File: src/sv/xzip_pkg.sv
// Shared types and constants for the xz index parser.
// No dependencies; imported by every xzip module.
package xzip_pkg;

  localparam int unsigned MAX_VARINT_BYTES = 9;
  localparam int unsigned SIZE_W           = 63;
  localparam int unsigned LEN_W            = 4;

  localparam logic [1:0] ST_OK        = 2'd0;
  localparam logic [1:0] ST_MALFORMED = 2'd1;
  localparam logic [1:0] ST_CRC       = 2'd2;
  localparam logic [1:0] ST_OVERFLOW  = 2'd3;

  localparam logic [SIZE_W-1:0] MAX63 = '1;

  typedef enum logic [4:0] {
    PH_INDICATOR = 5'b00001,
    PH_COUNT     = 5'b00010,
    PH_RECORDS   = 5'b00100,
    PH_TAIL      = 5'b01000,
    PH_SINK      = 5'b10000
  } phase_t;

  // One byte handed from the input register to the processing logic.
  typedef struct packed {
    logic       go;
    logic [7:0] data;
    logic       last;
  } step_t;

  // Delay line / CRC information for the parser.
  typedef struct packed {
    logic       evicted;
    logic [7:0] ev_byte;
    logic       crc_ok;
  } crc_info_t;

  typedef struct packed {
    logic [1:0]        status;
    logic [SIZE_W-1:0] total_size;
    logic [SIZE_W-1:0] record_count;
  } result_t;

endpackage

File: src/sv/xzip_in_stage.sv
// Input register for the xz index parser byte channel.
// Depends on xzip_pkg (step_t).
module xzip_in_stage (
  input  logic           clk,
  input  logic           rst_n,
  input  logic           in_valid,
  output logic           in_ready,
  input  logic [7:0]     in_data_byte,
  input  logic           in_last,
  input  logic           out_free,
  output xzip_pkg::step_t step
);
  import xzip_pkg::*;

  logic       vld_r;
  logic [7:0] data_r;
  logic       last_r;
  logic       go;

  // A final byte needs room in the result register; others always proceed.
  assign go       = vld_r && (!last_r || out_free);
  assign in_ready = !vld_r || go;

  always_ff @(posedge clk) begin
    if (!rst_n) begin
      vld_r <= 1'b0;
    end else if (in_valid && in_ready) begin
      vld_r <= 1'b1;
    end else if (go) begin
      vld_r <= 1'b0;
    end
  end

  always_ff @(posedge clk) begin
    if (in_valid && in_ready) begin
      data_r <= in_data_byte;
      last_r <= in_last;
    end
  end

  assign step.go   = go;
  assign step.data = data_r;
  assign step.last = last_r;

  a_go_needs_valid: assert property (@(posedge clk) disable iff (!rst_n)
    go |-> vld_r) else $error("step issued without a held byte");
  a_hold_when_stuck: assert property (@(posedge clk) disable iff (!rst_n)
    vld_r && !go |=> vld_r && $stable(data_r) && $stable(last_r))
    else $error("held byte lost while stalled");

endmodule

File: src/sv/xzip_crc_unit.sv
// Four-byte delay line and CRC-32 register for the xz index tail check.
// Depends on xzip_pkg (step_t, crc_info_t).
module xzip_crc_unit (
  input  logic                 clk,
  input  logic                 rst_n,
  input  xzip_pkg::step_t      step,
  output xzip_pkg::crc_info_t  info
);
  import xzip_pkg::*;

  logic [31:0] crc_r, crc_nxt;
  logic [7:0]  dl_r [4];
  logic [7:0]  dl_nxt [4];
  logic [2:0]  fill_r, fill_nxt;
  logic        full;

  function automatic logic [31:0] crc_byte(input logic [31:0] c_in, input logic [7:0] b);
    logic [31:0] c;
    c = c_in ^ {24'd0, b};
    for (int k = 0; k < 8; k++) begin
      c = c[0] ? ((c >> 1) ^ 32'hEDB88320) : (c >> 1);
    end
    return c;
  endfunction

  assign full = (fill_r >= 3'd4);

  always_comb begin
    crc_nxt  = crc_r;
    fill_nxt = fill_r;
    for (int i = 0; i < 4; i++) begin
      dl_nxt[i] = dl_r[i];
    end
    if (full) begin
      crc_nxt   = crc_byte(crc_r, dl_r[0]);
      dl_nxt[0] = dl_r[1];
      dl_nxt[1] = dl_r[2];
      dl_nxt[2] = dl_r[3];
      dl_nxt[3] = step.data;
    end else begin
      dl_nxt[fill_r[1:0]] = step.data;
      fill_nxt            = fill_r + 3'd1;
    end
  end

  assign info.evicted = full;
  assign info.ev_byte = dl_r[0];
  // Stored CRC is the last four bytes, little-endian.
  assign info.crc_ok  = ((crc_nxt ^ 32'hFFFFFFFF) ==
                         {dl_nxt[3], dl_nxt[2], dl_nxt[1], dl_nxt[0]});

  always_ff @(posedge clk) begin
    if (!rst_n || (step.go && step.last)) begin
      crc_r  <= 32'hFFFFFFFF;
      fill_r <= 3'd0;
      for (int i = 0; i < 4; i++) begin
        dl_r[i] <= 8'd0;
      end
    end else if (step.go) begin
      crc_r  <= crc_nxt;
      fill_r <= fill_nxt;
      for (int i = 0; i < 4; i++) begin
        dl_r[i] <= dl_nxt[i];
      end
    end
  end

  a_fill_bound: assert property (@(posedge clk) disable iff (!rst_n)
    fill_r <= 3'd4) else $error("delay line fill out of range");
  a_clear_on_last: assert property (@(posedge clk) disable iff (!rst_n)
    step.go && step.last |=> fill_r == 3'd0 && crc_r == 32'hFFFFFFFF)
    else $error("CRC state not cleared after final byte");

endmodule

File: src/sv/xzip_parse.sv
// Index parser: indicator, record count varint, record varints, tail checks.
// Depends on xzip_pkg (phase_t, step_t, crc_info_t, result_t, status codes).
module xzip_parse (
  input  logic                clk,
  input  logic                rst_n,
  input  xzip_pkg::step_t     step,
  input  xzip_pkg::crc_info_t info,
  output xzip_pkg::result_t   res
);
  import xzip_pkg::*;

  localparam logic [LEN_W-1:0] VMAX = LEN_W'(MAX_VARINT_BYTES);

  phase_t            phase_r, phase_nxt;
  logic [SIZE_W-1:0] acc_r, acc_nxt;
  logic [LEN_W-1:0]  len_r, len_nxt;
  logic [SIZE_W-1:0] left_r, left_nxt;
  logic              half_r, half_nxt;
  logic [SIZE_W-1:0] sum_r, sum_nxt;
  logic [SIZE_W-1:0] count_r, count_nxt;
  logic [3:0]        tlen_r, tlen_nxt;
  logic              tnz_r, tnz_nxt;
  logic [1:0]        err_r, err_nxt;

  // Varint step on the current byte
  logic [6:0]        v_sh;
  logic [63:0]       v_shifted;
  logic [SIZE_W-1:0] v_acc;
  logic [LEN_W-1:0]  v_len;
  logic              v_done;
  logic [SIZE_W-1:0] v_val;
  logic [SIZE_W:0]   v_sum;

  assign v_sh      = {3'd0, len_r} * 7'd7;
  assign v_shifted = {57'd0, step.data[6:0]} << v_sh[5:0];
  assign v_acc     = acc_r | v_shifted[SIZE_W-1:0];
  assign v_len     = len_r + LEN_W'(1);
  assign v_done    = !step.data[7] || (v_len >= VMAX);
  // Too-long varint decodes as zero.
  assign v_val     = step.data[7] ? '0 : v_acc;
  assign v_sum     = {1'b0, sum_r} + {1'b0, v_val};

  always_comb begin
    phase_nxt = phase_r;
    acc_nxt   = acc_r;
    len_nxt   = len_r;
    left_nxt  = left_r;
    half_nxt  = half_r;
    sum_nxt   = sum_r;
    count_nxt = count_r;
    tlen_nxt  = tlen_r;
    tnz_nxt   = tnz_r;
    err_nxt   = err_r;
    res       = '0;
    if (step.go) begin
      unique case (phase_r)
        PH_INDICATOR: begin
          if (step.data != 8'd0) begin
            if (err_nxt == ST_OK) err_nxt = ST_MALFORMED;
            phase_nxt = PH_SINK;
          end else begin
            phase_nxt = PH_COUNT;
          end
        end
        PH_COUNT: begin
          acc_nxt = v_acc;
          len_nxt = v_len;
          if (v_done) begin
            acc_nxt   = '0;
            len_nxt   = '0;
            count_nxt = v_val;
            left_nxt  = v_val;
            half_nxt  = 1'b0;
            phase_nxt = (v_val == '0) ? PH_TAIL : PH_RECORDS;
          end
        end
        PH_RECORDS: begin
          acc_nxt = v_acc;
          len_nxt = v_len;
          if (v_done) begin
            acc_nxt = '0;
            len_nxt = '0;
            if (half_r) begin
              if (v_sum[SIZE_W]) begin
                if (err_nxt == ST_OK) err_nxt = ST_OVERFLOW;
                sum_nxt = MAX63;
              end else begin
                sum_nxt = v_sum[SIZE_W-1:0];
              end
              left_nxt = left_r - SIZE_W'(1);
              if (left_nxt == '0) phase_nxt = PH_TAIL;
            end
            half_nxt = ~half_r;
          end
        end
        PH_TAIL: begin
          // Past the fourth tail byte, the evicted byte is padding.
          if (tlen_r >= 4'd4 && info.evicted && info.ev_byte != 8'd0) tnz_nxt = 1'b1;
          tlen_nxt = tlen_r + 4'd1;
          if (tlen_nxt > 4'd7) begin
            if (err_nxt == ST_OK) err_nxt = ST_MALFORMED;
            phase_nxt = PH_SINK;
          end
        end
        PH_SINK: ;
        default: ;
      endcase

      if (step.last) begin
        if (phase_nxt != PH_TAIL || tlen_nxt < 4'd4 || tlen_nxt > 4'd7 || tnz_nxt) begin
          if (err_nxt == ST_OK) err_nxt = ST_MALFORMED;
        end
        if (err_nxt == ST_OK && !info.crc_ok) err_nxt = ST_CRC;
        res.status       = err_nxt;
        res.total_size   = sum_nxt;
        res.record_count = count_nxt;
        phase_nxt = PH_INDICATOR;
        acc_nxt   = '0;
        len_nxt   = '0;
        left_nxt  = '0;
        half_nxt  = 1'b0;
        sum_nxt   = '0;
        count_nxt = '0;
        tlen_nxt  = 4'd0;
        tnz_nxt   = 1'b0;
        err_nxt   = ST_OK;
      end
    end
  end

  always_ff @(posedge clk) begin
    if (!rst_n) begin
      phase_r <= PH_INDICATOR;
      acc_r   <= '0;
      len_r   <= '0;
      left_r  <= '0;
      half_r  <= 1'b0;
      sum_r   <= '0;
      count_r <= '0;
      tlen_r  <= 4'd0;
      tnz_r   <= 1'b0;
      err_r   <= ST_OK;
    end else begin
      phase_r <= phase_nxt;
      acc_r   <= acc_nxt;
      len_r   <= len_nxt;
      left_r  <= left_nxt;
      half_r  <= half_nxt;
      sum_r   <= sum_nxt;
      count_r <= count_nxt;
      tlen_r  <= tlen_nxt;
      tnz_r   <= tnz_nxt;
      err_r   <= err_nxt;
    end
  end

  a_malformed_sinks: assert property (@(posedge clk) disable iff (!rst_n)
    err_r == ST_MALFORMED |-> phase_r == PH_SINK)
    else $error("malformed latched while still parsing");
  a_last_clears: assert property (@(posedge clk) disable iff (!rst_n)
    step.go && step.last |=> phase_r == PH_INDICATOR && err_r == ST_OK && tlen_r == 4'd0)
    else $error("parser state not cleared after final byte");
  a_tail_len: assert property (@(posedge clk) disable iff (!rst_n)
    tlen_r <= 4'd8) else $error("tail length out of range");
  a_varint_len: assert property (@(posedge clk) disable iff (!rst_n)
    len_r < VMAX) else $error("varint length past limit");

endmodule

File: src/sv/xz_index_parser_top.sv
// Top level of the xz index parser: input register, parser, CRC unit, result register.
// Depends on xzip_pkg, xzip_in_stage, xzip_crc_unit, xzip_parse.
//
//  channel | ports                                            | dir
//  --------+--------------------------------------------------+-----
//  input   | in_valid, in_ready, in_data_byte, in_last         | in
//  result  | out_valid, out_ready, out_status, out_total_size, | out
//          | out_record_count                                  |
//
// One byte per cycle unless a held result blocks a final byte; the parser and CRC
// logic take each byte combinationally from the input register. A result is
// registered when the final byte leaves the input register.
// Reset (rst_n low, synchronous) clears the input, parser, CRC and result state.
// A held result stalls only a following final byte; other bytes keep flowing.
module xz_index_parser_top (
  input  logic        clk,
  input  logic        rst_n,
  input  logic        in_valid,
  output logic        in_ready,
  input  logic [7:0]  in_data_byte,
  input  logic        in_last,
  output logic        out_valid,
  input  logic        out_ready,
  output logic [1:0]  out_status,
  output logic [62:0] out_total_size,
  output logic [62:0] out_record_count
);
  import xzip_pkg::*;

  step_t     step;
  crc_info_t info;
  result_t   res;
  logic      out_vld_r;
  result_t   out_r;
  logic      out_free;

  assign out_free = !out_vld_r || out_ready;

  xzip_in_stage u_in (
    .clk          (clk),
    .rst_n        (rst_n),
    .in_valid     (in_valid),
    .in_ready     (in_ready),
    .in_data_byte (in_data_byte),
    .in_last      (in_last),
    .out_free     (out_free),
    .step         (step)
  );

  xzip_crc_unit u_crc (
    .clk   (clk),
    .rst_n (rst_n),
    .step  (step),
    .info  (info)
  );

  xzip_parse u_parse (
    .clk   (clk),
    .rst_n (rst_n),
    .step  (step),
    .info  (info),
    .res   (res)
  );

  always_ff @(posedge clk) begin
    if (!rst_n) begin
      out_vld_r <= 1'b0;
    end else if (step.go && step.last) begin
      out_vld_r <= 1'b1;
    end else if (out_ready) begin
      out_vld_r <= 1'b0;
    end
  end

  always_ff @(posedge clk) begin
    if (step.go && step.last) begin
      out_r <= res;
    end
  end

  assign out_valid        = out_vld_r;
  assign out_status       = out_r.status;
  assign out_total_size   = out_r.total_size;
  assign out_record_count = out_r.record_count;

  a_no_overwrite: assert property (@(posedge clk) disable iff (!rst_n)
    step.go && step.last |-> out_free)
    else $error("result register overwritten before transfer");
  a_result_follows_last: assert property (@(posedge clk) disable iff (!rst_n)
    step.go && step.last |=> out_vld_r)
    else $error("final byte produced no result");

endmodule

File: config.mk
export PLATFORM = sky130hd
export DESIGN_NAME = xz_index_parser_top
export DESIGN_NICKNAME = d
export VERILOG_FILES = /design/src/sv/xzip_pkg.sv /design/src/sv/xzip_in_stage.sv /design/src/sv/xzip_crc_unit.sv /design/src/sv/xzip_parse.sv /design/src/sv/xz_index_parser_top.sv
export SDC_FILE = /design/constraint.sdc
export NUM_CORES = 1
export LEC_CHECK = 0
export BUFFER_PORTS_ARGS = -buffer_cell sky130_fd_sc_hd__buf_2
export CAP_MARGIN = 20
export CELL_PAD_IN_SITES_DETAIL_PLACEMENT = 1
export CELL_PAD_IN_SITES_GLOBAL_PLACEMENT = 1
export CORE_AREA = 2 2 335 337
export CTS_BUF_LIST = sky130_fd_sc_hd__clkbuf_4
export CTS_CLUSTER_SIZE = 20
export DETAILED_ROUTE_END_ITERATION = 7
export DIE_AREA = 0 0 337 339
export GPL_TIMING_DRIVEN = 0
export PLACE_DENSITY = 0.49
export SLEW_MARGIN = 20
export SYNTH_ARGS = -nofsm -noshare
export SYNTH_HDL_FRONTEND = slang
export SYNTH_SLANG_ARGS = --single-unit
File: constraint.sdc
create_clock -name clk -period 6.8 [get_ports clk]
set_input_delay 1.36 -clock clk [delete_from_list [all_inputs] [get_ports clk]]
set_output_delay 1.36 -clock clk [all_outputs]
set_load 0.05 [all_outputs]
Word-level counts from Yosys, hierarchy flattened
Memory sizes are Yosys's and may differ from the RTL's.
Index checks and enable logic that the tools add are counted.
- flip-flop bits (word level): 443
- memory bits (writable): 32
- bits of input ports: 13
- output and inout bits: 130
- word-level logic and storage cells: 186
- memories kept: 1
- add/sub/neg operators: 5
- multipliers: 1
- magnitude comparators: 8
- eq/ne operators: 9
- shift-type cells: 1
- multiplexer cells: 82
- bitwise logic cells: 20
- reductions and logical operators: 39
- memories (memory ; words ; bits a word ; rd ports ; clocked after memory_dff ; wr ports ; line ; RTL):
    u_crc.dl_r ; 4 ; 8 ; 4 ; 0 ; 4 ; xzip_crc_unit.sv:12 ; logic [7:0] dl_r [4];
- operators by type and width (operator ; count):
    2-to-1 mux 63 bit ; 16
    2-to-1 mux 32 bit ; 10
    logical NOT 63 bit ; 2
    one-hot mux 63 bit (2 select lines) ; 1
    NOT 13 -> 14 bit ; 8
    adder 63 x 63 -> 64 bit ; 1
    OR 63 bit ; 1
    left shift 7 x 6 -> 63 bit ; 1
    subtractor 63 x 1 -> 63 bit, second input constant ; 1
    2-to-1 mux 5 bit ; 8
    2-to-1 mux 8 bit ; 5
    bitwise mux 32 bit ; 1
    equality test 32 bit ; 1
    NOT 32 bit ; 1
    bitwise XOR 32 x 8 -> 32 bit ; 1
    2-to-1 mux 2 bit ; 14
    2-to-1 mux 4 bit ; 7
    one-hot mux 5 bit (4 select lines) ; 1
    demux 8 bit (select 2 bit) ; 1
    2-to-1 mux 1 bit ; 16
    nonzero test 8 bit ; 2
    inequality test 3 x 2 -> 1 bit, second input constant ; 3
    adder 4 x 1 -> 4 bit, second input constant ; 2
    greater-than comparator 4 x 3 -> 1 bit, second input constant ; 2
    28 further kinds ; 59

Depth between registers and ports, before layout
Gate-level depths: netlist of run 1.
An unclocked memory read counts as a cell.
- word-level depth: 24
- mapped depth: 30
- gate-level depth less buffers: 25

By module
Synthesis of run 1 repeated with hierarchy kept, for this count alone.
- cell total of the unflattened synthesis: 3490
- area total of the unflattened synthesis: 29163.0 um^2
- modules (own cells, without submodules) (module ; times used ; cells each ; area each (um^2) ; seq. area each (um^2)):
    xzip_parse ; 1 ; 2832 ; 20226.9 ; 5385.2
    xzip_crc_unit ; 1 ; 507 ; 4679.5 ; 1661.6
    xz_index_parser_top ; 1 ; 133 ; 3896.2 ; 3863.7
    xzip_in_stage ; 1 ; 18 ; 360.3 ; 290.3

Worst setup path after synthesis of run 1
Ideal clock, no wire load.
- path kind: input to register
- start point: in out_ready
- end point: reg out_r, in the netlist out_total_size[44], data pin
- library setup time: 155 ps
- arrival time: 6556 ps
- required time: 6645 ps
- slack: 89 ps
- cell stages on the path: 9
- buffers on the path: 3
- cell sequence: nor2b_1 > nand2_1 > and2_1 > clkbuf_1 > nand2_1 > clkbuf_1 > inv_1 > clkbuf_1 > o221a_2
- word-level cells in the longest chain between the ends: 4
- ends and longest elaborated chain (item ; line ; RTL):
    from (decl) ; xz_index_parser_top.sv:23 ; input logic out_ready,
    logical OR 1 bit ; xz_index_parser_top.sv:37 ; assign out_free = !out_vld_r || out_ready;
    logical OR 1 bit ; xzip_in_stage.sv:21 ; assign go = vld_r && (!last_r || out_free);
    logical AND 1 bit ; xzip_in_stage.sv:21 ;
    AND reduction 2 bit (no source line) ; -- ;
    to (signal assigned) ; xz_index_parser_top.sv:77 ; out_r <= res;
    to (decl) ; xz_index_parser_top.sv:34 ; result_t out_r;
Every way passes these cells.
A chain may end at the register's enable or synchronous reset.

Worst setup path in the final report of run 1
- start point: reg u_parse.len_r[0]
- end point: reg out_r, in the netlist out_total_size[4], data pin
- word-level cells in the longest chain between the ends: 9
- elaborated cells on any way between the ends: 12
- those cells by class: add/sub (2); mul (1); order compare (1); shift (1); mux (5); bitwise (1); reduce/logical (1)
- ends and longest elaborated chain (item ; line ; RTL):
    from (decl) ; xzip_parse.sv:16 ; logic [LEN_W-1:0] len_r, len_nxt;
    from (signal assigned) ; xzip_parse.sv:146 ; len_r <= len_nxt;
    multiplier 4 x 3 -> 6 bit ; xzip_parse.sv:34 ; assign v_sh = {3'd0, len_r} * 7'd7;
    left shift 7 x 6 -> 63 bit ; xzip_parse.sv:35 ; assign v_shifted = {57'd0, step.data[6:0]} << v_sh[5:0];
    OR 63 bit ; xzip_parse.sv:36 ; assign v_acc = acc_r | v_shifted[SIZE_W-1:0];
    2-to-1 mux 63 bit ; xzip_parse.sv:40 ; assign v_val = step.data[7] ? '0 : v_acc;
    adder 63 x 63 -> 64 bit ; xzip_parse.sv:41 ; assign v_sum = {1'b0, sum_r} + {1'b0, v_val};
    2-to-1 mux 63 bit ; xzip_parse.sv:84 ; if (v_sum[SIZE_W]) begin
    2-to-1 mux 63 bit ; xzip_parse.sv:83 ; if (half_r) begin
    2-to-1 mux 63 bit * ; xzip_parse.sv:80 ; if (v_done) begin
    2-to-1 mux 63 bit * ; xzip_parse.sv:56 ; unique case (phase_r)
Every way passes the cells marked *; elsewhere a longest branch is shown, timed or not.

==> results of run 1 <==
## critical path: cells and delay by family, from the launching register on
| family | cells | cell delay, ps |
|---|---|---|
| XOR/XNOR | 1 | 260 |
| buffers and inverters | 5 | 750 |
| adder cells (fa/ha/maj) | 4 | 1540 |
| AO/OA/AOI/OAI | 11 | 2220 |
| AND/OR/NAND/NOR | 7 | 1290 |
| flip-flops | 1 | 350 |
## power by group through the flow
stage	Sequential, uW	Combinational [uW]	Clock [uW]
3_5_place_dp	3050	430	0
3_3_place_gp	3060	425	0
2_1_floorplan	3090	224	0
6_report	2980	446	3040
5_1_grt	2990	472	3300
4_1_cts	2980	443	3150
## cells by family after synthesis
logic type               count (synthesis)  share of synthesized area [%]
AO/OA/AOI/OAI                         1034                           24.4
XOR/XNOR                               197                           6.32
adder cells (fa/ha/maj)                 86                           3.99
buffers and inverters                  278                           4.06
flip-flops                             475                           40.8
multiplexers                            67                           2.62
AND/OR/NAND/NOR                       1029                           17.7
## final timing paths
check,start,to,cells after the start
hold reg to reg,u_parse.count_r[57]$_SDFFE_PN0P_,u_parse.count_r[57]$_SDFFE_PN0P_,1
hold / removal,in_data_byte[0],u_in.data_r[0]$_DFFE_PP_,1
setup reg to reg,u_parse.len_r[0]$_SDFFE_PN0P_,out_total_size[4]$_SDFFCE_PN0P_,28
setup / recovery,u_parse.len_r[0]$_SDFFE_PN0P_,out_total_size[4]$_SDFFCE_PN0P_,28
## state kept, by name, indices dropped and copies added (netlist names), 5 cells and up
signal            count
u_in.data_r           8
u_parse.sum_r        63
u_crc.dl_r           32
u_parse.count_r      63
u_crc.crc_r          32
u_parse.left_r       63
out_total_size       63
u_parse.acc_r        63
out_record_count     63
u_parse.phase_r       5
## per-layer routing
metal / GRT usage (%) / wire (um) / vias up
met5: 0 / 13 / -
met4: 7.99 / 4340 / 2
met3: 3.80 / 6980 / 198
met2: 37.1 / 61900 / 819
met1: 32.3 / 63500 / 13439
li1: - / - / 12361
## layout by cell type, fill, tap and decap left out, drive strengths merged, types with 33 or more instances in the layout
cell    synthesis  layout
o21ai         250     250
xor2           69      69
mux2i          52      52
nor2b          80      80
clkbuf        177     387
nand4          33      33
dfxtp         306     306
inv            61      69
a21o           40      40
a22oi         137     137
edfxtp        169     169
nand3          35      35
nor2          439     439
nand2         180     180
ha             71      71
nor4           44      44
xnor2         128     128
a22o           74      74
a21oi         312     312
nor3           82      82
buf            38     242
## layout make-up
| class | instances | area [um2] | share of cell area (%) |
|---|---|---|---|
| Tap cell | 1488 | 1860 | 5.53 |
| Timing Repair Buffer | 207 | 1350 | 4.00 |
| Multi-Input combinational cell | 2413 | 16100 | 47.9 |
| Clock inverter | 38 | 240 | 0.714 |
| Buffer | 201 | 931 | 2.77 |
| Inverter | 63 | 239 | 0.710 |
| Clock buffer | 224 | 1680 | 5.00 |
| Antenna cell | 6 | 15.0 | 0.0446 |
| Sequential cell | 475 | 11200 | 33.3 |
## per-stage QoR
stage	hold slack (ps)	setup WS [ps]	util, %	power, uW
after floorplan	437	88.9	-	3320
after global placement	457	-3810	27.2	3480
after detailed placement	455	-1990	27.4	3480
after CTS	355	1.64	30.1	6570
after global routing	381	-8.94	30.5	6750
final	456	111	30.5	6480
## timing repair
item,in CTS,in global routing
endpoints found under the hold margin,0,0
buffers inserted,37,15
setup endpoints to repair,130,117
resized for setup,173,72
pin swaps,27,13
==> impl_metrics.yaml, run 1 <==
route:
  firstDrtPassIters: 5
  ant_nets: 0
  wl_per_cell_um: 26.7
  routed_wl_mm: 137
  first_iter_violations: 1995
  drc: 0
  avgViaCountPerCell: 5.24
  via_count: 26819
floorplan:
  initial_core_util_pct: 24.8
  pin_count: 143
  core-area_um2: 110000
  rows: 122
  die_w_um: 337
  die-area_um2: 114000
  die_h_um: 339
pwr:
  p_int_uw: 4640
  power_density_nw_per_um2: 192
  leakagePower_uw: 0.0122
  pwr-share-clk_pct: 47.0
  switching_power_uw: 1840
  irDropWorstVdd_mv: 0.143
  switching_share_pct: 28.4
  p_seq_share_pct: 46.1
  power_frac_comb_pct: 6.9
grt:
  grt_pass1_vias: 26872
  globalRouteOverflowTotal: 0
  antenna_found_initial: 5
  gr-usage-all-layers_pct: 23.5
  grt_max_degree: 54
  grt_pass1_wl_mm: 195
logic_synthesis:
  yosysTopAreaCellShare_pct: 22.3
  synth_area_leaders: "dfxtp_1 22%, edfxtp_1 19%, nor2_1 6.0%, a21oi_1 5.6%, o21ai_0 4.3%"
  yosysUniqueCellTypes: 107
  ys_warn_count: 0
  ys_seq_elements: 475
  postSynthCellCount: 3166
  synth_edf_count: 169
  ys.flop_type: "dfxtp_1"
  yosysMostFrequentCell: "nor2_1"
  synthTopCellsByCount: "437 x nor2_1, 307 x a21oi_1, 306 x dfxtp_1"
  synth_nets: 3255
  yosysTopAreaCell: "dfxtp_1"
  mappedNetlistArea_um2: 27400
  avgSynthCellArea_um2: 8.66
  synth-seq-area-share_pct: 40.8
  async_flop_share_pct: 0
placement:
  port_buffers: 142
  place_area_um2: 30300
  dp_hpwl_mm: 102
  place_congestion: 0.905
  placed_cells: 4809
worst_setup_path:
  cp.arrival_ps: 7520
  critPathMaxFanout: 10
  worst_path_max_delay_cell: "fa_1"
  crit_required_ps: 7630
  crit_type: "register to register"
  cp-end-kind: "register"
  cp-start-kind: "register"
  cp_common_cell: "a21oi_1"
  reg2reg_slack_ps: 110
  max_stage_delay_ps: 540
layout:
  final_area_um2: 33600
  stdcell_count: 5115
  synthToLayoutAreaGrowth_pct: 22.7
  drive_gt1_share_pct: 20.0
  fillers: 12947
  nets: 3599
sta:
  finalWorstPathRequiredPeriod_ps: 6690
  setup_viol: 0
  tns_ps: 0
  clock_skew_ps: 54.1
  final_max_slew_viol_count: 0
  worst_pin_slew_ps: 1240
  fmaxAchievable_ghz: 0.150
  finalHoldViolations: 0
  slew_headroom_pct: 17.0
  rsz0062_at_grt: "true"
  fin_crit_sh_pct: 98.4
clock_tree:
  root_buffer: "clkbuf_4"
  h-tree-depth: 4
  hold_buffers: 0
  clock_latency_ps: 1100
  cts_tree: "built"
  clkTransAtPathRegs_ps: 60
  clock_sinks: 475
  clk_path_buf_depth: 3
  cts_buffers: 149
status:
  status: "complete, no violations"
flow_run:
  drv_cap: 0
hold_path:
  hold_class: "input port to register"
Note: power is estimated with default switching activity, not from simulation.
==> inputs of run 2 (changes only) <==
--- a/config.mk
+++ b/config.mk
@@ -15,7 +15,8 @@
 export DETAILED_ROUTE_END_ITERATION = 7
 export DIE_AREA = 0 0 337 339
 export GPL_TIMING_DRIVEN = 0
-export PLACE_DENSITY = 0.49
+export PLACE_DENSITY_LB_ADDON = 0.1
+export RECOVER_POWER = 50
 export SLEW_MARGIN = 20
 export SYNTH_ARGS = -nofsm -noshare
 export SYNTH_HDL_FRONTEND = slang
==> run 2 against run 1 <==
  * The run now ends with capacitance limit, slew limit left
  * Non-clock buffer count decreased by 6
  * First-iteration DRC count decreased by 7.8%
  * Via count increased by 0.81%
  * Cell count about the same
  * Critical path type unchanged
  * Global-route usage increased by 0.35 points
  * Sequential power about the same
  * Highest routed layer unchanged
  * Routed wire length increased by 1.5%
  * Clock skew increased by 51 ps
  * Largest cell class unchanged
  * Register-to-register slack got worse by 110 ps
  * Core utilization decreased by 0.085 points
==> impl_metrics.yaml, run 2 (same netlist as run 1, synthesis figures left out) <==
status:
  status: "finished, violations left"
  violations: "capacitance limit, slew limit"
sta:
  setup_viol: 0
  fin_crit_sh_pct: 99.9
  final_max_slew_viol_count: 42
  slew_headroom_pct: -77.3
  finalWorstSetupSlack_ps: 5.80
  finalWorstPathRequiredPeriod_ps: 6790
  worst_pin_slew_ps: 2660
  rsz0062_at_grt: "true"
  clock_skew_ps: 105
  fmaxAchievable_ghz: 0.147
  finalHoldViolations: 0
layout:
  stdcell_count: 5120
  nets: 3596
  layout_common_cells: "375 x nor2_1, 304 x dfxtp_1, 293 x a21oi_1"
  layout_commonest_cell: "nor2_1"
  regArea_um2: 11200
  fillers: 12975
  synthToLayoutAreaGrowth_pct: 22.3
  drive_gt1_share_pct: 16.4
  multi_input_area_um2: 16200
grt:
  gr-max-usage-layer: "met2"
  globalRouteOverflowTotal: 0
  grt_pass1_vias: 27935
  grt_max_degree: 56
  antenna_found_initial: 11
  use_met1_pct: 32.5
  gr-usage-all-layers_pct: 23.8
  grtUsageMet2_pct: 37.2
  grt_pass1_wl_mm: 199
  met3_usage_pct: 3.94
pwr:
  power_density_nw_per_um2: 195
  switching_power_uw: 1820
  p_int_uw: 4720
  irDropWorstVdd_mv: 0.106
  power_frac_comb_pct: 6.9
  p_seq_share_pct: 45.6
  switching_share_pct: 27.9
  leakagePower_uw: 0.0118
  pwr-share-clk_pct: 47.5
placement:
  dp_hpwl_mm: 105
  placed_cells: 4805
  port_buffers: 142
  pre_cts_ws_ps: -2450
  place_congestion: 0.903
clock_tree:
  clk_path_buf_depth: 3
  h-tree-depth: 4
  root_buffer: "clkbuf_4"
  clock_sinks: 475
  clkTransAtPathRegs_ps: 60
  cts_buffers: 152
  clock_latency_ps: 1090
  cts_tree: "built"
worst_setup_path:
  cp_num_buf_inv: 4
  worst_path_max_delay_cell: "nor2_1"
  cp-start-kind: "register"
  cp.arrival_ps: 7540
  crit_required_ps: 7550
  crit_family: "simple AND/OR/NAND/NOR gates"
  max_stage_delay_ps: 800
  path_cells: "fa_1 -> ha_1 -> inv_1 -> fa_2 -> clkinv_2 -> nor2_2 -> nand2_1 -> o21ai_4 -> buf_4 -> a21oi_1 -> nor2_1 -> ha_1 -> and3_1 -> nand2_1 -> nor2_1 -> nand3_1 -> a21oi_4 -> or2_4 -> buf_4 -> nor2_1 -> a211oi_1"
  cp_common_cell: "nor2_1"
  critPathMaxFanout: 10
  crit_type: "register to register"
  cp-end-kind: "register"
route:
  drc: 0
  via_count: 27036
  firstDrtPassIters: 5
  routed_wl_mm: 139
  wl_per_cell_um: 27.1
  first_iter_violations: 1840
  ant_nets: 0
  avgViaCountPerCell: 5.28
floorplan:
  die_h_um: 339
  rows: 122
  core-area_um2: 110000
  initial_core_util_pct: 24.8
  pin_count: 143
  die-area_um2: 114000
  die_w_um: 337
flow_run:
  drv_cap: 1
hold_path:
  hold_class: "input port to register"
[run 2: cell count changes in the layout (fill, tap and decap cells not counted), sizes merged]
cell	before	now
buf	242	104
clkinv	29	40
clkbuf	387	523
inv	69	67
diode	6	4
clkdlybuf4s18	0	1
clkinvlp	2	1
clkdlybuf4s15	3	1
bufinv	1	3
[run 2: final cells by class]
type	instances	area share, %
antenna	4	0.0298
clock inverter	48	0.888
buffer	199	2.75
sequential	475	33.4
inverter	63	0.709
clock buffer	227	5.08
tap	1488	5.55
timing repair buffer	203	3.21
multi-input combinational	2413	48.4
[run 2: layer usage]
layer  share of wire (%)  wire (um)
met5               0.027         38
met4                 3.6       5050
met3                 5.4       7480
met2                  45      62400
met1                  46      63700
[run 2: power by group through the flow]
stage / clock (uW) / combinational [uW] / sequential (uW)
floorplan: 0 / 224 / 3090
global placement: 0 / 426 / 3050
detailed placement: 0 / 434 / 3050
CTS: 3230 / 448 / 2990
global route: 3390 / 476 / 2990
finish: 3110 / 450 / 2990
[run 2: path summary, 6_finish.rpt]
kind	cells after the start	to	start	slack, ps
max	21	out_total_size[50]$_SDFFCE_PN0P_	u_parse.len_r[1]$_SDFFE_PN0P_	6
min	1	u_in.data_r[7]$_DFFE_PP_	in_data_byte[7]	450
max reg2reg	21	out_total_size[50]$_SDFFCE_PN0P_	u_parse.len_r[1]$_SDFFE_PN0P_	6
min reg2reg	1	u_parse.count_r[54]$_SDFFE_PN0P_	u_parse.count_r[54]$_SDFFE_PN0P_	470
[run 2: worst register-to-register path, stage by stage (launching register included)]
cell	delay (ps)
dfxtp_4	390
fa_1	510
ha_1	210
inv_1	70
fa_2	660
clkinv_2	250
nor2_2	300
nand2_1	140
o21ai_4	120
buf_4	170
a21oi_1	110
nor2_1	800
ha_1	360
and3_1	350
nand2_1	170
nor2_1	340
nand3_1	220
a21oi_4	220
or2_4	180
buf_4	220
nor2_1	90
a211oi_1	570
[run 2: timing repair]
action | 4_1_cts | 5_1_grt
setup endpoints to repair | 130 | 124
hold buffers | 0 | 0
pin swaps | 22 | 26
resized for setup | 186 | 89
buffers inserted | 29 | 22
[run 2: metrics by stage]
step                      power [uW]  util (%)  TNS, ps  area (um2)  hold slack (ps)
after global routing            6850      30.4     -194       33500              401
after detailed placement        3480      27.4  -238230       30200              455
after floorplan                 3320         -        0       27400              437
after global placement          3480      27.2  -661670       30000              456
after CTS                       6660      30.0     -106       33200              310
final                           6550      30.4        0       33500              448
